<file path="src/sv/mvf_pkg.sv">
// shared types and constants for the multichannel volume fader
// no dependencies; used by mvf_div and multichannel_volume_fader_unit
package mvf_pkg;

    localparam int FRAC_BITS = 16;
    localparam int VOL_W     = 26;
    localparam int STEP_W    = 27;
    localparam int TGT_W     = 10;
    localparam int FRAMES_W  = 16;
    localparam int CHF_W     = 3;
    localparam int OP_W      = 3;
    localparam int REPORT_MAX = 8;
    localparam int IN_DATA_W  = 32;
    localparam int OUT_DATA_W = 16;
    localparam logic [FRAMES_W-1:0] DEFAULT_FADE_RESET = 16'd600;

    localparam logic [OP_W-1:0] OP_TICK         = 3'd0;
    localparam logic [OP_W-1:0] OP_FADE         = 3'd1;
    localparam logic [OP_W-1:0] OP_FADE_IN      = 3'd2;
    localparam logic [OP_W-1:0] OP_FADE_OUT     = 3'd3;
    localparam logic [OP_W-1:0] OP_FADE_OUT_STP = 3'd4;
    localparam logic [OP_W-1:0] OP_PLAY         = 3'd5;
    localparam logic [OP_W-1:0] OP_PLAY_FADE_IN = 3'd6;
    localparam logic [OP_W-1:0] OP_STOP_ALL     = 3'd7;

    typedef enum logic [2:0] {
        ST_IDLE,
        ST_READ,
        ST_LOAD,
        ST_DIV,
        ST_WRITE,
        ST_EMIT
    } t_state;

    typedef struct packed {
        logic [VOL_W-1:0]         volume;
        logic [TGT_W-1:0]         target;
        logic signed [STEP_W-1:0] step;
        logic                     fading;
        logic                     stop_at_end;
        logic                     playing;
    } t_entry;

    typedef struct packed {
        logic                start;
        logic [VOL_W-1:0]    dividend;
        logic [FRAMES_W-1:0] divisor;
    } t_div_req;

endpackage

</file>
<file path="src/sv/mvf_ram.sv">
// generic single write port, single read port ram with registered read
// no dependencies; holds the per-channel fader state
module mvf_ram #(
    parameter int WIDTH = 66,
    parameter int DEPTH = 8
) (
    input  logic                                          i_clk,
    input  logic                                          i_we,
    input  logic [((DEPTH > 1) ? $clog2(DEPTH) : 1)-1:0]  i_waddr,
    input  logic [WIDTH-1:0]                              i_wdata,
    input  logic [((DEPTH > 1) ? $clog2(DEPTH) : 1)-1:0]  i_raddr,
    output logic [WIDTH-1:0]                              o_rdata
);
    logic [WIDTH-1:0] r_mem [DEPTH];
    logic [WIDTH-1:0] r_rdata;

    always_ff @(posedge i_clk) begin
        if (i_we) begin
            r_mem[i_waddr] <= i_wdata;
        end
        r_rdata <= r_mem[i_raddr];
    end

    assign o_rdata = r_rdata;
endmodule

</file>
<file path="src/sv/mvf_div.sv">
// restoring divider, one quotient bit per cycle, unsigned operands
// depends on mvf_pkg for widths and the request struct
module mvf_div
    import mvf_pkg::*;
(
    input  logic             i_clk,
    input  logic             i_rst_n,
    input  t_div_req         i_req,
    output logic             o_done,
    output logic [VOL_W-1:0] o_quotient
);
    localparam int CNT_W = $clog2(VOL_W);
    localparam logic [CNT_W-1:0] LAST_STEP = CNT_W'(VOL_W - 1);

    logic                r_busy, n_busy;
    logic                r_done, n_done;
    logic [CNT_W-1:0]    r_cnt, n_cnt;
    logic [FRAMES_W-1:0] r_rem, n_rem;
    logic [FRAMES_W-1:0] r_dvs, n_dvs;
    logic [VOL_W-1:0]    r_quo, n_quo;
    logic [FRAMES_W:0]   shifted;
    logic [FRAMES_W:0]   diff;
    logic                fits;

    always_comb begin
        n_busy  = r_busy;
        n_done  = 1'b0;
        n_cnt   = r_cnt;
        n_rem   = r_rem;
        n_dvs   = r_dvs;
        n_quo   = r_quo;
        shifted = {r_rem, r_quo[VOL_W-1]};
        diff    = shifted - {1'b0, r_dvs};
        fits    = (shifted >= {1'b0, r_dvs});
        if (i_req.start) begin
            n_busy = 1'b1;
            n_cnt  = '0;
            n_rem  = '0;
            n_dvs  = i_req.divisor;
            n_quo  = i_req.dividend;
        end else if (r_busy) begin
            // remainder stays below the divisor, so it fits back in FRAMES_W bits
            n_rem = fits ? diff[FRAMES_W-1:0] : shifted[FRAMES_W-1:0];
            n_quo = {r_quo[VOL_W-2:0], fits};
            n_cnt = r_cnt + 1'b1;
            if (r_cnt == LAST_STEP) begin
                n_busy = 1'b0;
                n_done = 1'b1;
            end
        end
    end

    always_ff @(posedge i_clk) begin
        if (!i_rst_n) begin
            r_busy <= 1'b0;
            r_done <= 1'b0;
            r_cnt  <= '0;
        end else begin
            r_busy <= n_busy;
            r_done <= n_done;
            r_cnt  <= n_cnt;
        end
        r_rem <= n_rem;
        r_dvs <= n_dvs;
        r_quo <= n_quo;
    end

    assign o_done     = r_done;
    assign o_quotient = r_quo;
endmodule

</file>
<file path="src/sv/multichannel_volume_fader_unit.sv">
// Multichannel linear volume fader. Each channel keeps a Q10.16 volume, a target, a signed
// per-tick step and play/fade/stop-at-end flags in a small ram (entries never written read
// as the reset state). One command is handled at a time, s_axis_tready is high only when
// idle, where a transaction is accepted. A tick or a play command then steps each channel
// through ram read, update, write back and status out. Every fade start runs the shared
// divider for (target - volume) / frames and collects its quotient before the write back.
// Status transactions leave through one output register; a stalled m_axis_tready holds the
// sequencer. Ticks and stop-all report channels 0..min(CHANNELS,8)-1.
// Depends on mvf_pkg, mvf_ram and mvf_div.
module multichannel_volume_fader_unit
    import mvf_pkg::*;
#(
    parameter int CHANNELS   = 8,
    parameter int MAX_VOLUME = 100
) (
    input  logic                  i_clk,
    input  logic                  i_rst_n,
    // config write channel: default_fade_frames
    input  logic                  i_cfg_valid,
    output logic                  o_cfg_ready,
    input  logic [FRAMES_W-1:0]   i_cfg_data,
    // command stream
    input  logic                  s_axis_tvalid,
    output logic                  s_axis_tready,
    // tdata: channel[2:0], frames[18:3], target_volume[28:19], zero pad
    input  logic [IN_DATA_W-1:0]  s_axis_tdata,
    // tuser: opcode[2:0]
    input  logic [OP_W-1:0]       s_axis_tuser,
    // status stream
    output logic                  m_axis_tvalid,
    input  logic                  m_axis_tready,
    // tdata: out_channel[2:0], volume[12:3], fading[13], playing[14], stopped_now[15]
    output logic [OUT_DATA_W-1:0] m_axis_tdata,
    output logic                  m_axis_tlast
);
    localparam int CH_IDX_W = (CHANNELS > 1) ? $clog2(CHANNELS) : 1;
    localparam int CMP_W    = CH_IDX_W + CHF_W + 1;
    localparam int REPORTED = (CHANNELS < REPORT_MAX) ? CHANNELS : REPORT_MAX;
    localparam int ENT_W    = $bits(t_entry);
    localparam logic [CH_IDX_W-1:0] LAST_CH   = CH_IDX_W'(CHANNELS - 1);
    localparam logic [CH_IDX_W-1:0] LAST_REP  = CH_IDX_W'(REPORTED - 1);
    localparam logic [TGT_W-1:0]    MAX_TGT   = TGT_W'(MAX_VOLUME);
    localparam logic [VOL_W-1:0]    VOL_FULL  = {MAX_TGT, {FRAC_BITS{1'b0}}};

    t_state                r_state, n_state;
    logic [OP_W-1:0]       r_op, n_op;
    logic [CH_IDX_W-1:0]   r_ch, n_ch;
    logic [FRAMES_W-1:0]   r_frames, n_frames;
    logic [TGT_W-1:0]      r_tv, n_tv;
    logic                  r_multi, n_multi;
    t_entry                r_ent, n_ent;
    logic                  r_stopped, n_stopped;
    logic                  r_neg, n_neg;
    logic [CHANNELS-1:0]   r_valid, n_valid;
    logic [FRAMES_W-1:0]   r_cfg_frames;
    logic                  r_out_valid, n_out_valid;
    logic [OUT_DATA_W-1:0] r_out_data, n_out_data;
    logic                  r_out_last, n_out_last;

    t_entry                reset_ent;
    t_entry                ent_rd;
    t_entry                ent_mod;
    logic [ENT_W-1:0]      ram_rdata;
    t_div_req              div_req;
    logic                  div_done;
    logic [VOL_W-1:0]      div_q;

    logic [CHF_W-1:0]      in_ch;
    logic [FRAMES_W-1:0]   in_frames;
    logic [TGT_W-1:0]      in_tv;
    logic [CMP_W-1:0]      in_ch_ext;
    logic                  in_ch_ok;

    logic                  do_fade;
    logic [TGT_W-1:0]      fade_tgt;
    logic [FRAMES_W-1:0]   pick_n;
    logic signed [VOL_W+1:0] diff;
    logic signed [VOL_W+1:0] diff_abs;
    logic signed [VOL_W+1:0] tick_sum;
    logic [VOL_W-1:0]      tick_vol;
    logic [VOL_W-1:0]      tgt_fix;
    logic                  step_pos, step_neg;
    logic [STEP_W-1:0]     q_ext;
    logic                  report;

    assign reset_ent = '{volume: VOL_FULL, target: MAX_TGT, step: '0,
                         fading: 1'b0, stop_at_end: 1'b1, playing: 1'b0};

    assign in_ch     = s_axis_tdata[CHF_W-1:0];
    assign in_frames = s_axis_tdata[CHF_W+FRAMES_W-1:CHF_W];
    assign in_tv     = s_axis_tdata[CHF_W+FRAMES_W+TGT_W-1:CHF_W+FRAMES_W];
    assign in_ch_ext = CMP_W'(in_ch);
    assign in_ch_ok  = (in_ch_ext < CMP_W'(CHANNELS));

    assign ent_rd = r_valid[r_ch] ? t_entry'(ram_rdata) : reset_ent;
    assign report = !r_multi || ((CH_IDX_W+1)'(r_ch) < (CH_IDX_W+1)'(REPORTED));

    mvf_ram #(
        .WIDTH (ENT_W),
        .DEPTH (CHANNELS)
    ) u_ram (
        .i_clk   (i_clk),
        .i_we    (r_state == ST_WRITE),
        .i_waddr (r_ch),
        .i_wdata (r_ent),
        .i_raddr (r_ch),
        .o_rdata (ram_rdata)
    );

    mvf_div u_div (
        .i_clk      (i_clk),
        .i_rst_n    (i_rst_n),
        .i_req      (div_req),
        .o_done     (div_done),
        .o_quotient (div_q)
    );

    always_comb begin
        n_state     = r_state;
        n_op        = r_op;
        n_ch        = r_ch;
        n_frames    = r_frames;
        n_tv        = r_tv;
        n_multi     = r_multi;
        n_ent       = r_ent;
        n_stopped   = r_stopped;
        n_neg       = r_neg;
        n_valid     = r_valid;
        n_out_valid = r_out_valid;
        n_out_data  = r_out_data;
        n_out_last  = r_out_last;

        ent_mod  = ent_rd;
        do_fade  = 1'b0;
        fade_tgt = '0;
        diff     = '0;
        diff_abs = '0;
        div_req  = '{start: 1'b0, dividend: '0, divisor: '0};

        pick_n = (r_frames != '0) ? r_frames :
                 (r_cfg_frames != '0) ? r_cfg_frames : FRAMES_W'(1);

        // tick arithmetic on the entry just read
        tgt_fix  = {ent_rd.target, {FRAC_BITS{1'b0}}};
        tick_sum = $signed({2'b00, ent_rd.volume}) + (VOL_W+2)'(ent_rd.step);
        if (tick_sum < 0) begin
            tick_vol = '0;
        end else if (tick_sum > $signed({2'b00, VOL_FULL})) begin
            tick_vol = VOL_FULL;
        end else begin
            tick_vol = tick_sum[VOL_W-1:0];
        end
        step_neg = ent_rd.step[STEP_W-1];
        step_pos = !step_neg && (ent_rd.step != '0);

        q_ext = {1'b0, div_q};

        if (m_axis_tready) begin
            n_out_valid = 1'b0;
        end

        unique case (r_state)
            ST_IDLE: begin
                if (s_axis_tvalid) begin
                    n_op      = s_axis_tuser;
                    n_tv      = in_tv;
                    n_stopped = 1'b0;
                    if (s_axis_tuser == OP_TICK || s_axis_tuser == OP_STOP_ALL) begin
                        n_multi  = 1'b1;
                        n_ch     = '0;
                        n_frames = '0;
                        n_state  = ST_READ;
                    end else begin
                        n_multi  = 1'b0;
                        n_ch     = in_ch_ext[CH_IDX_W-1:0];
                        n_frames = in_frames;
                        // out-of-range channel: command dropped, nothing reported
                        n_state  = in_ch_ok ? ST_READ : ST_IDLE;
                    end
                end
            end
            ST_READ: begin
                n_state = ST_LOAD;
            end
            ST_LOAD: begin
                n_stopped = 1'b0;
                unique case (r_op)
                    OP_TICK: begin
                        if (ent_rd.fading) begin
                            ent_mod.volume = tick_vol;
                            if (step_pos && (tick_vol >= tgt_fix)) begin
                                ent_mod.volume = tgt_fix;
                                ent_mod.fading = 1'b0;
                            end else if (step_neg && (tick_vol <= tgt_fix)) begin
                                ent_mod.volume = tgt_fix;
                                ent_mod.fading = 1'b0;
                                if (ent_rd.stop_at_end) begin
                                    ent_mod.playing = 1'b0;
                                    n_stopped       = 1'b1;
                                end
                            end
                        end
                    end
                    OP_FADE: begin
                        do_fade  = 1'b1;
                        fade_tgt = (r_tv > MAX_TGT) ? MAX_TGT : r_tv;
                    end
                    OP_FADE_IN: begin
                        do_fade  = 1'b1;
                        fade_tgt = MAX_TGT;
                    end
                    OP_FADE_OUT: begin
                        do_fade             = 1'b1;
                        ent_mod.stop_at_end = 1'b0;
                    end
                    OP_FADE_OUT_STP, OP_STOP_ALL: begin
                        do_fade             = 1'b1;
                        ent_mod.stop_at_end = 1'b1;
                    end
                    OP_PLAY: begin
                        ent_mod.playing = 1'b1;
                        ent_mod.fading  = 1'b0;
                    end
                    OP_PLAY_FADE_IN: begin
                        ent_mod.volume  = '0;
                        ent_mod.playing = 1'b1;
                        do_fade         = 1'b1;
                        fade_tgt        = MAX_TGT;
                    end
                    default: begin
                        ent_mod = ent_rd;
                    end
                endcase
                diff     = $signed({2'b00, fade_tgt, {FRAC_BITS{1'b0}}})
                         - $signed({2'b00, ent_mod.volume});
                diff_abs = diff[VOL_W+1] ? -diff : diff;
                if (do_fade) begin
                    ent_mod.fading = 1'b1;
                    ent_mod.target = fade_tgt;
                    n_neg          = diff[VOL_W+1];
                    div_req        = '{start: 1'b1, dividend: diff_abs[VOL_W-1:0],
                                       divisor: pick_n};
                    n_state        = ST_DIV;
                end else begin
                    n_state = ST_WRITE;
                end
                n_ent = ent_mod;
            end
            ST_DIV: begin
                if (div_done) begin
                    n_ent.step = r_neg ? -q_ext : q_ext;
                    n_state    = ST_WRITE;
                end
            end
            ST_WRITE: begin
                n_valid[r_ch] = 1'b1;
                n_state       = ST_EMIT;
            end
            ST_EMIT: begin
                if (!report || !r_out_valid || m_axis_tready) begin
                    if (report) begin
                        n_out_valid = 1'b1;
                        n_out_data  = {r_stopped, r_ent.playing, r_ent.fading,
                                       r_ent.volume[VOL_W-1:FRAC_BITS], CHF_W'(r_ch)};
                        n_out_last  = !r_multi || (r_ch == LAST_REP);
                    end
                    if (r_multi && (r_ch != LAST_CH)) begin
                        n_ch    = r_ch + 1'b1;
                        n_state = ST_READ;
                    end else begin
                        n_state = ST_IDLE;
                    end
                end
            end
            default: begin
                n_state = ST_IDLE;
            end
        endcase
    end

    always_ff @(posedge i_clk) begin
        if (!i_rst_n) begin
            r_state      <= ST_IDLE;
            r_valid      <= '0;
            r_out_valid  <= 1'b0;
            r_cfg_frames <= DEFAULT_FADE_RESET;
        end else begin
            r_state     <= n_state;
            r_valid     <= n_valid;
            r_out_valid <= n_out_valid;
            if (i_cfg_valid) begin
                r_cfg_frames <= i_cfg_data;
            end
        end
        r_op       <= n_op;
        r_ch       <= n_ch;
        r_frames   <= n_frames;
        r_tv       <= n_tv;
        r_multi    <= n_multi;
        r_ent      <= n_ent;
        r_stopped  <= n_stopped;
        r_neg      <= n_neg;
        r_out_data <= n_out_data;
        r_out_last <= n_out_last;
    end

    assign o_cfg_ready   = 1'b1;
    assign s_axis_tready = (r_state == ST_IDLE);
    assign m_axis_tvalid = r_out_valid;
    assign m_axis_tdata  = r_out_data;
    assign m_axis_tlast  = r_out_last;
endmodule

</file>
<file path="config.mk">
export PLATFORM = sky130hd
export DESIGN_NAME = multichannel_volume_fader_unit
export DESIGN_NICKNAME = d
export VERILOG_FILES = /design/src/sv/mvf_pkg.sv /design/src/sv/mvf_ram.sv /design/src/sv/mvf_div.sv /design/src/sv/multichannel_volume_fader_unit.sv
export SDC_FILE = /design/constraint.sdc
export NUM_CORES = 1
export LEC_CHECK = 0
export BUFFER_PORTS_ARGS = -buffer_cell sky130_fd_sc_hd__buf_2
export CORE_MARGIN = 8
export CORE_UTILIZATION = 50
export DETAILED_ROUTE_END_ITERATION = 12
export PLACE_DENSITY = 0.66
export SLEW_MARGIN = 30
export SYNTH_ARGS = -nofsm -noshare
export SYNTH_HDL_FRONTEND = slang
export SYNTH_SLANG_ARGS = --single-unit
export TNS_END_PERCENT = 10
</file>
<file path="constraint.sdc">
create_clock -name i_clk -period 26.7 [get_ports i_clk]
set_clock_uncertainty 0.15 [all_clocks]
set_input_delay 2.67 -clock i_clk [delete_from_list [all_inputs] [get_ports i_clk]]
set_output_delay 2.67 -clock i_clk [all_outputs]
set_load 0.05 [all_outputs]
</file>
==> impl_metrics.tcl <==
set metrics [dict create \
    globalplace.congestion 0.966 \
    synth-simple-area-share 0.101 \
    ys_dominant_reg_cell "edfxtp_1" \
    critPathRequiredTime_ns 26.94 \
    grt_pass1_wl_um 141000 \
    synthCells 2712 \
    overflow 0 \
    grt_max_degree 81 \
    finalHoldViolCount 0 \
    clockBufferDepth 3 \
    slowest_delay_ns 0.91 \
    cts_root_buf "clkbuf_16" \
    numCtsBuffers 81 \
    drive_gt1_frac 0.111 \
    cts.sinks 805 \
    relSlewSlack 0.335 \
    netlist_area_um2 34900 \
    synth_mux_area_frac 0.0102 \
    synth-xor-area-share 0.0267 \
    ir_worst_vdd_mv 0.0577 \
    yosys_register_bits 805 \
    synth_top_family_by_area "compound AO/OA/AOI/OAI gates" \
    setup_violations 0 \
    power.total_mw 3.17 \
    synth-compound-area-share 0.155 \
    critPathCaptureType "register" \
    crit_arrival_ns 13.52 \
    slew_violations 0 \
    ys_seq_area_frac 0.659 \
    crit_type "register to register" \
    io_buffers 71 \
    initialDrtViolationCount 2428 \
    clk_latency_ns 0.65 \
    rsz0062_at_grt "no" \
    wl_per_cell_um 24.8 \
    critPathLaunchType "register" \
    drc_errors 0 \
    placeableCoreArea_um2 69500 \
    final.setup.tns_ns 0 \
    die_w_um 280 \
    diodes 0 \
    die-area_um2 78600 \
    async_reset_ff_frac 0 \
    cts-htree-levels 3 \
    synth-edff-count 688 \
    routed_wl_um 93500 \
    seq_area_um2 23000 \
    clkTransAtPathRegs_ns 0.06 \
    synth_cell_types 100 \
    area_growth_pct 12.0 \
    yosys_warnings 0 \
    initial_core_util 0.502 \
    vias 23400 \
    dpl.hpwl_um 57700 \
    fin_crit_ns 13.29 \
    grt_pass1_vias 23200 \
    filler_cell_count 5597 \
    maxCapViolations 0 \
    crit_fanout 33 \
    worstHoldPathType "register to register" \
    multi_input_comb_area_um2 11100 \
    io_pins 76 \
    post-route-period-util 0.498 \
    postCtsSetupBuffers 0 \
    antenna_found_initial 1 \
    leakagePower_nw 13.3 \
    row_count 97 \
    ctsResizeCount 0 \
    fmax_mhz 75.3 \
    worst_pin_slew_ns 0.989 \
    syn_area_per_cell_um2 12.9 \
    firstDrtPassIters 6 \
    critPathSlowestCell "edfxtp_1" \
    layout.nets 2872 \
    hold_buffers 0 \
    synth_adder_area_share 0.0221 \
    ant_nets 0 \
    grt_usage 0.233 \
    cts_tree "yes" \
    fp.dieH_um 280 \
    status "completed" \
    routed_via_density 6.22 \
    power.density_nw_per_um2 80.9 \
]
[where the power goes]
part | leakage (nW) | internal [mW] | total, mW | switching (mW)
logic | 4.75 | 0.163 | 0.446 | 0.283
registers | 7.21 | 1.45 | 1.55 | 0.0964
clock network | 1.37 | 0.673 | 1.17 | 0.495
[Yosys cell counts (all sizes together) (16+ instances only)]
| library cell | count | area share |
|---|---|---|
| o21a | 22 | 0.0048 |
| nor2 | 126 | 0.014 |
| nand4 | 80 | 0.014 |
| a22oi | 274 | 0.059 |
| o31ai | 25 | 0.0055 |
| ha | 56 | 0.020 |
| mux2i | 31 | 0.0089 |
| nand2b | 31 | 0.0056 |
| nand2 | 182 | 0.020 |
| nand3 | 48 | 0.0069 |
| or3 | 20 | 0.0036 |
| o211ai | 17 | 0.0038 |
| nor4 | 26 | 0.0047 |
| nor3 | 38 | 0.0059 |
| o21ai | 167 | 0.024 |
| a21o | 20 | 0.0043 |
| xor2 | 46 | 0.012 |
| a21oi | 102 | 0.015 |
| edfxtp | 688 | 0.59 |
| buf | 35 | 0.0049 |
| inv | 83 | 0.0089 |
| xnor2 | 58 | 0.015 |
| and2 | 56 | 0.010 |
| a31oi | 16 | 0.0029 |
| clkbuf | 116 | 0.012 |
| dfxtp | 117 | 0.067 |
| nor2b | 30 | 0.0054 |
| and3 | 19 | 0.0034 |
[cells by family after synthesis]
| group | after synthesis |
|---|---|
| buf+inv | 235 |
| other cells | 2 |
| xor+xnor | 104 |
| flops | 805 |
| compound gates | 780 |
| simple gates | 690 |
| mux | 35 |
| fa+ha+maj | 61 |
[path summary, 6_finish.rpt]
check                                from                             end  slack [ns]  cells past startpoint
setup / recovery        r_ch[0]$_DFFE_PP_  u_div.o_quotient[25]$_DFFE_PP_       13.41                     40
hold reg to reg   r_stopped$_SDFFCE_PN0P_      m_axis_tdata[15]$_DFFE_PP_        0.30                      0
setup reg to reg        r_ch[0]$_DFFE_PP_  u_div.o_quotient[25]$_DFFE_PP_       13.41                     40
hold / removal    r_stopped$_SDFFCE_PN0P_      m_axis_tdata[15]$_DFFE_PP_        0.30                      0
[stage by stage]
stage               instance area [um2]  cells  hold slack (ns)  worst slack (ns)  utilization
floorplan                         34900   2717            0.250             16.31            -
global placement                  36200   3613            0.296             13.86        0.521
detailed placement                36300   3615            0.257             13.80        0.522
CTS                               39100   3766            0.302             13.74        0.562
global route                      39100   3766            0.314             12.82        0.562
finish                            39100   3766            0.297             13.41        0.562
[worst max-delay path: cells and delay by family (launching register included)]
family	cells	cell delay, ns
mux	1	0.23
compound gates	22	7.02
simple gates	11	3.09
fa+ha+maj	4	1.36
flops	1	0.91
buf+inv	2	0.23
[state kept, by name (all words and copies together), names as in the netlist]
register	flops
m_axis_tvalid	1
r_frames	16
u_div.r_busy	1
u_div.o_quotient	26
m_axis_tdata	16
r_ent	66
r_ch	3
m_axis_tlast	1
u_div.o_done	1
u_ram.r_mem	528
r_valid	8
r_tv	10
r_cfg_frames	16
u_div.r_dvs	16
u_div.r_rem	16
r_state	3
r_neg	1
u_ram.o_rdata	66
r_multi	1
r_stopped	1
r_op	3
u_div.r_cnt	5
[placed cells by master, fill, tap and decap left out, drive strengths merged, types with 11 or more instances in the layout]
master / n
ha: 56
nor2: 126
nand3: 48
inv: 88
xor2: 46
and2: 56
clkinv: 29
o21a: 22
buf: 109
a22oi: 274
mux2i: 31
a31oi: 16
nand4: 80
o21ai: 167
a21oi: 102
nor2b: 30
or3: 20
a21o: 20
a211oi: 14
nor4: 26
o31ai: 25
or2: 11
nor3: 38
o211ai: 17
edfxtp: 688
nand2: 182
and3: 19
clkbuf: 110
dfxtp: 117
a211o: 11
nand2b: 31
xnor2: 58
[layer usage]
layer	track usage	routed length, um	vias up
li1	-	-	10600
met1	0.325	40200	11600
met2	0.374	43800	1030
met3	0.0343	7060	163
met4	0.0750	2400	2
met5	0	13	-
[cell type report]
class	count	share of cell area
clock buffers	110	0.0577
flip-flops and latches	805	0.588
clock inverters	41	0.0139
multi-input cells	1677	0.285
inverters	84	0.00806
well taps	940	0.0301
repair buffers	109	0.0176
Power figures use the tool's default switching activity.
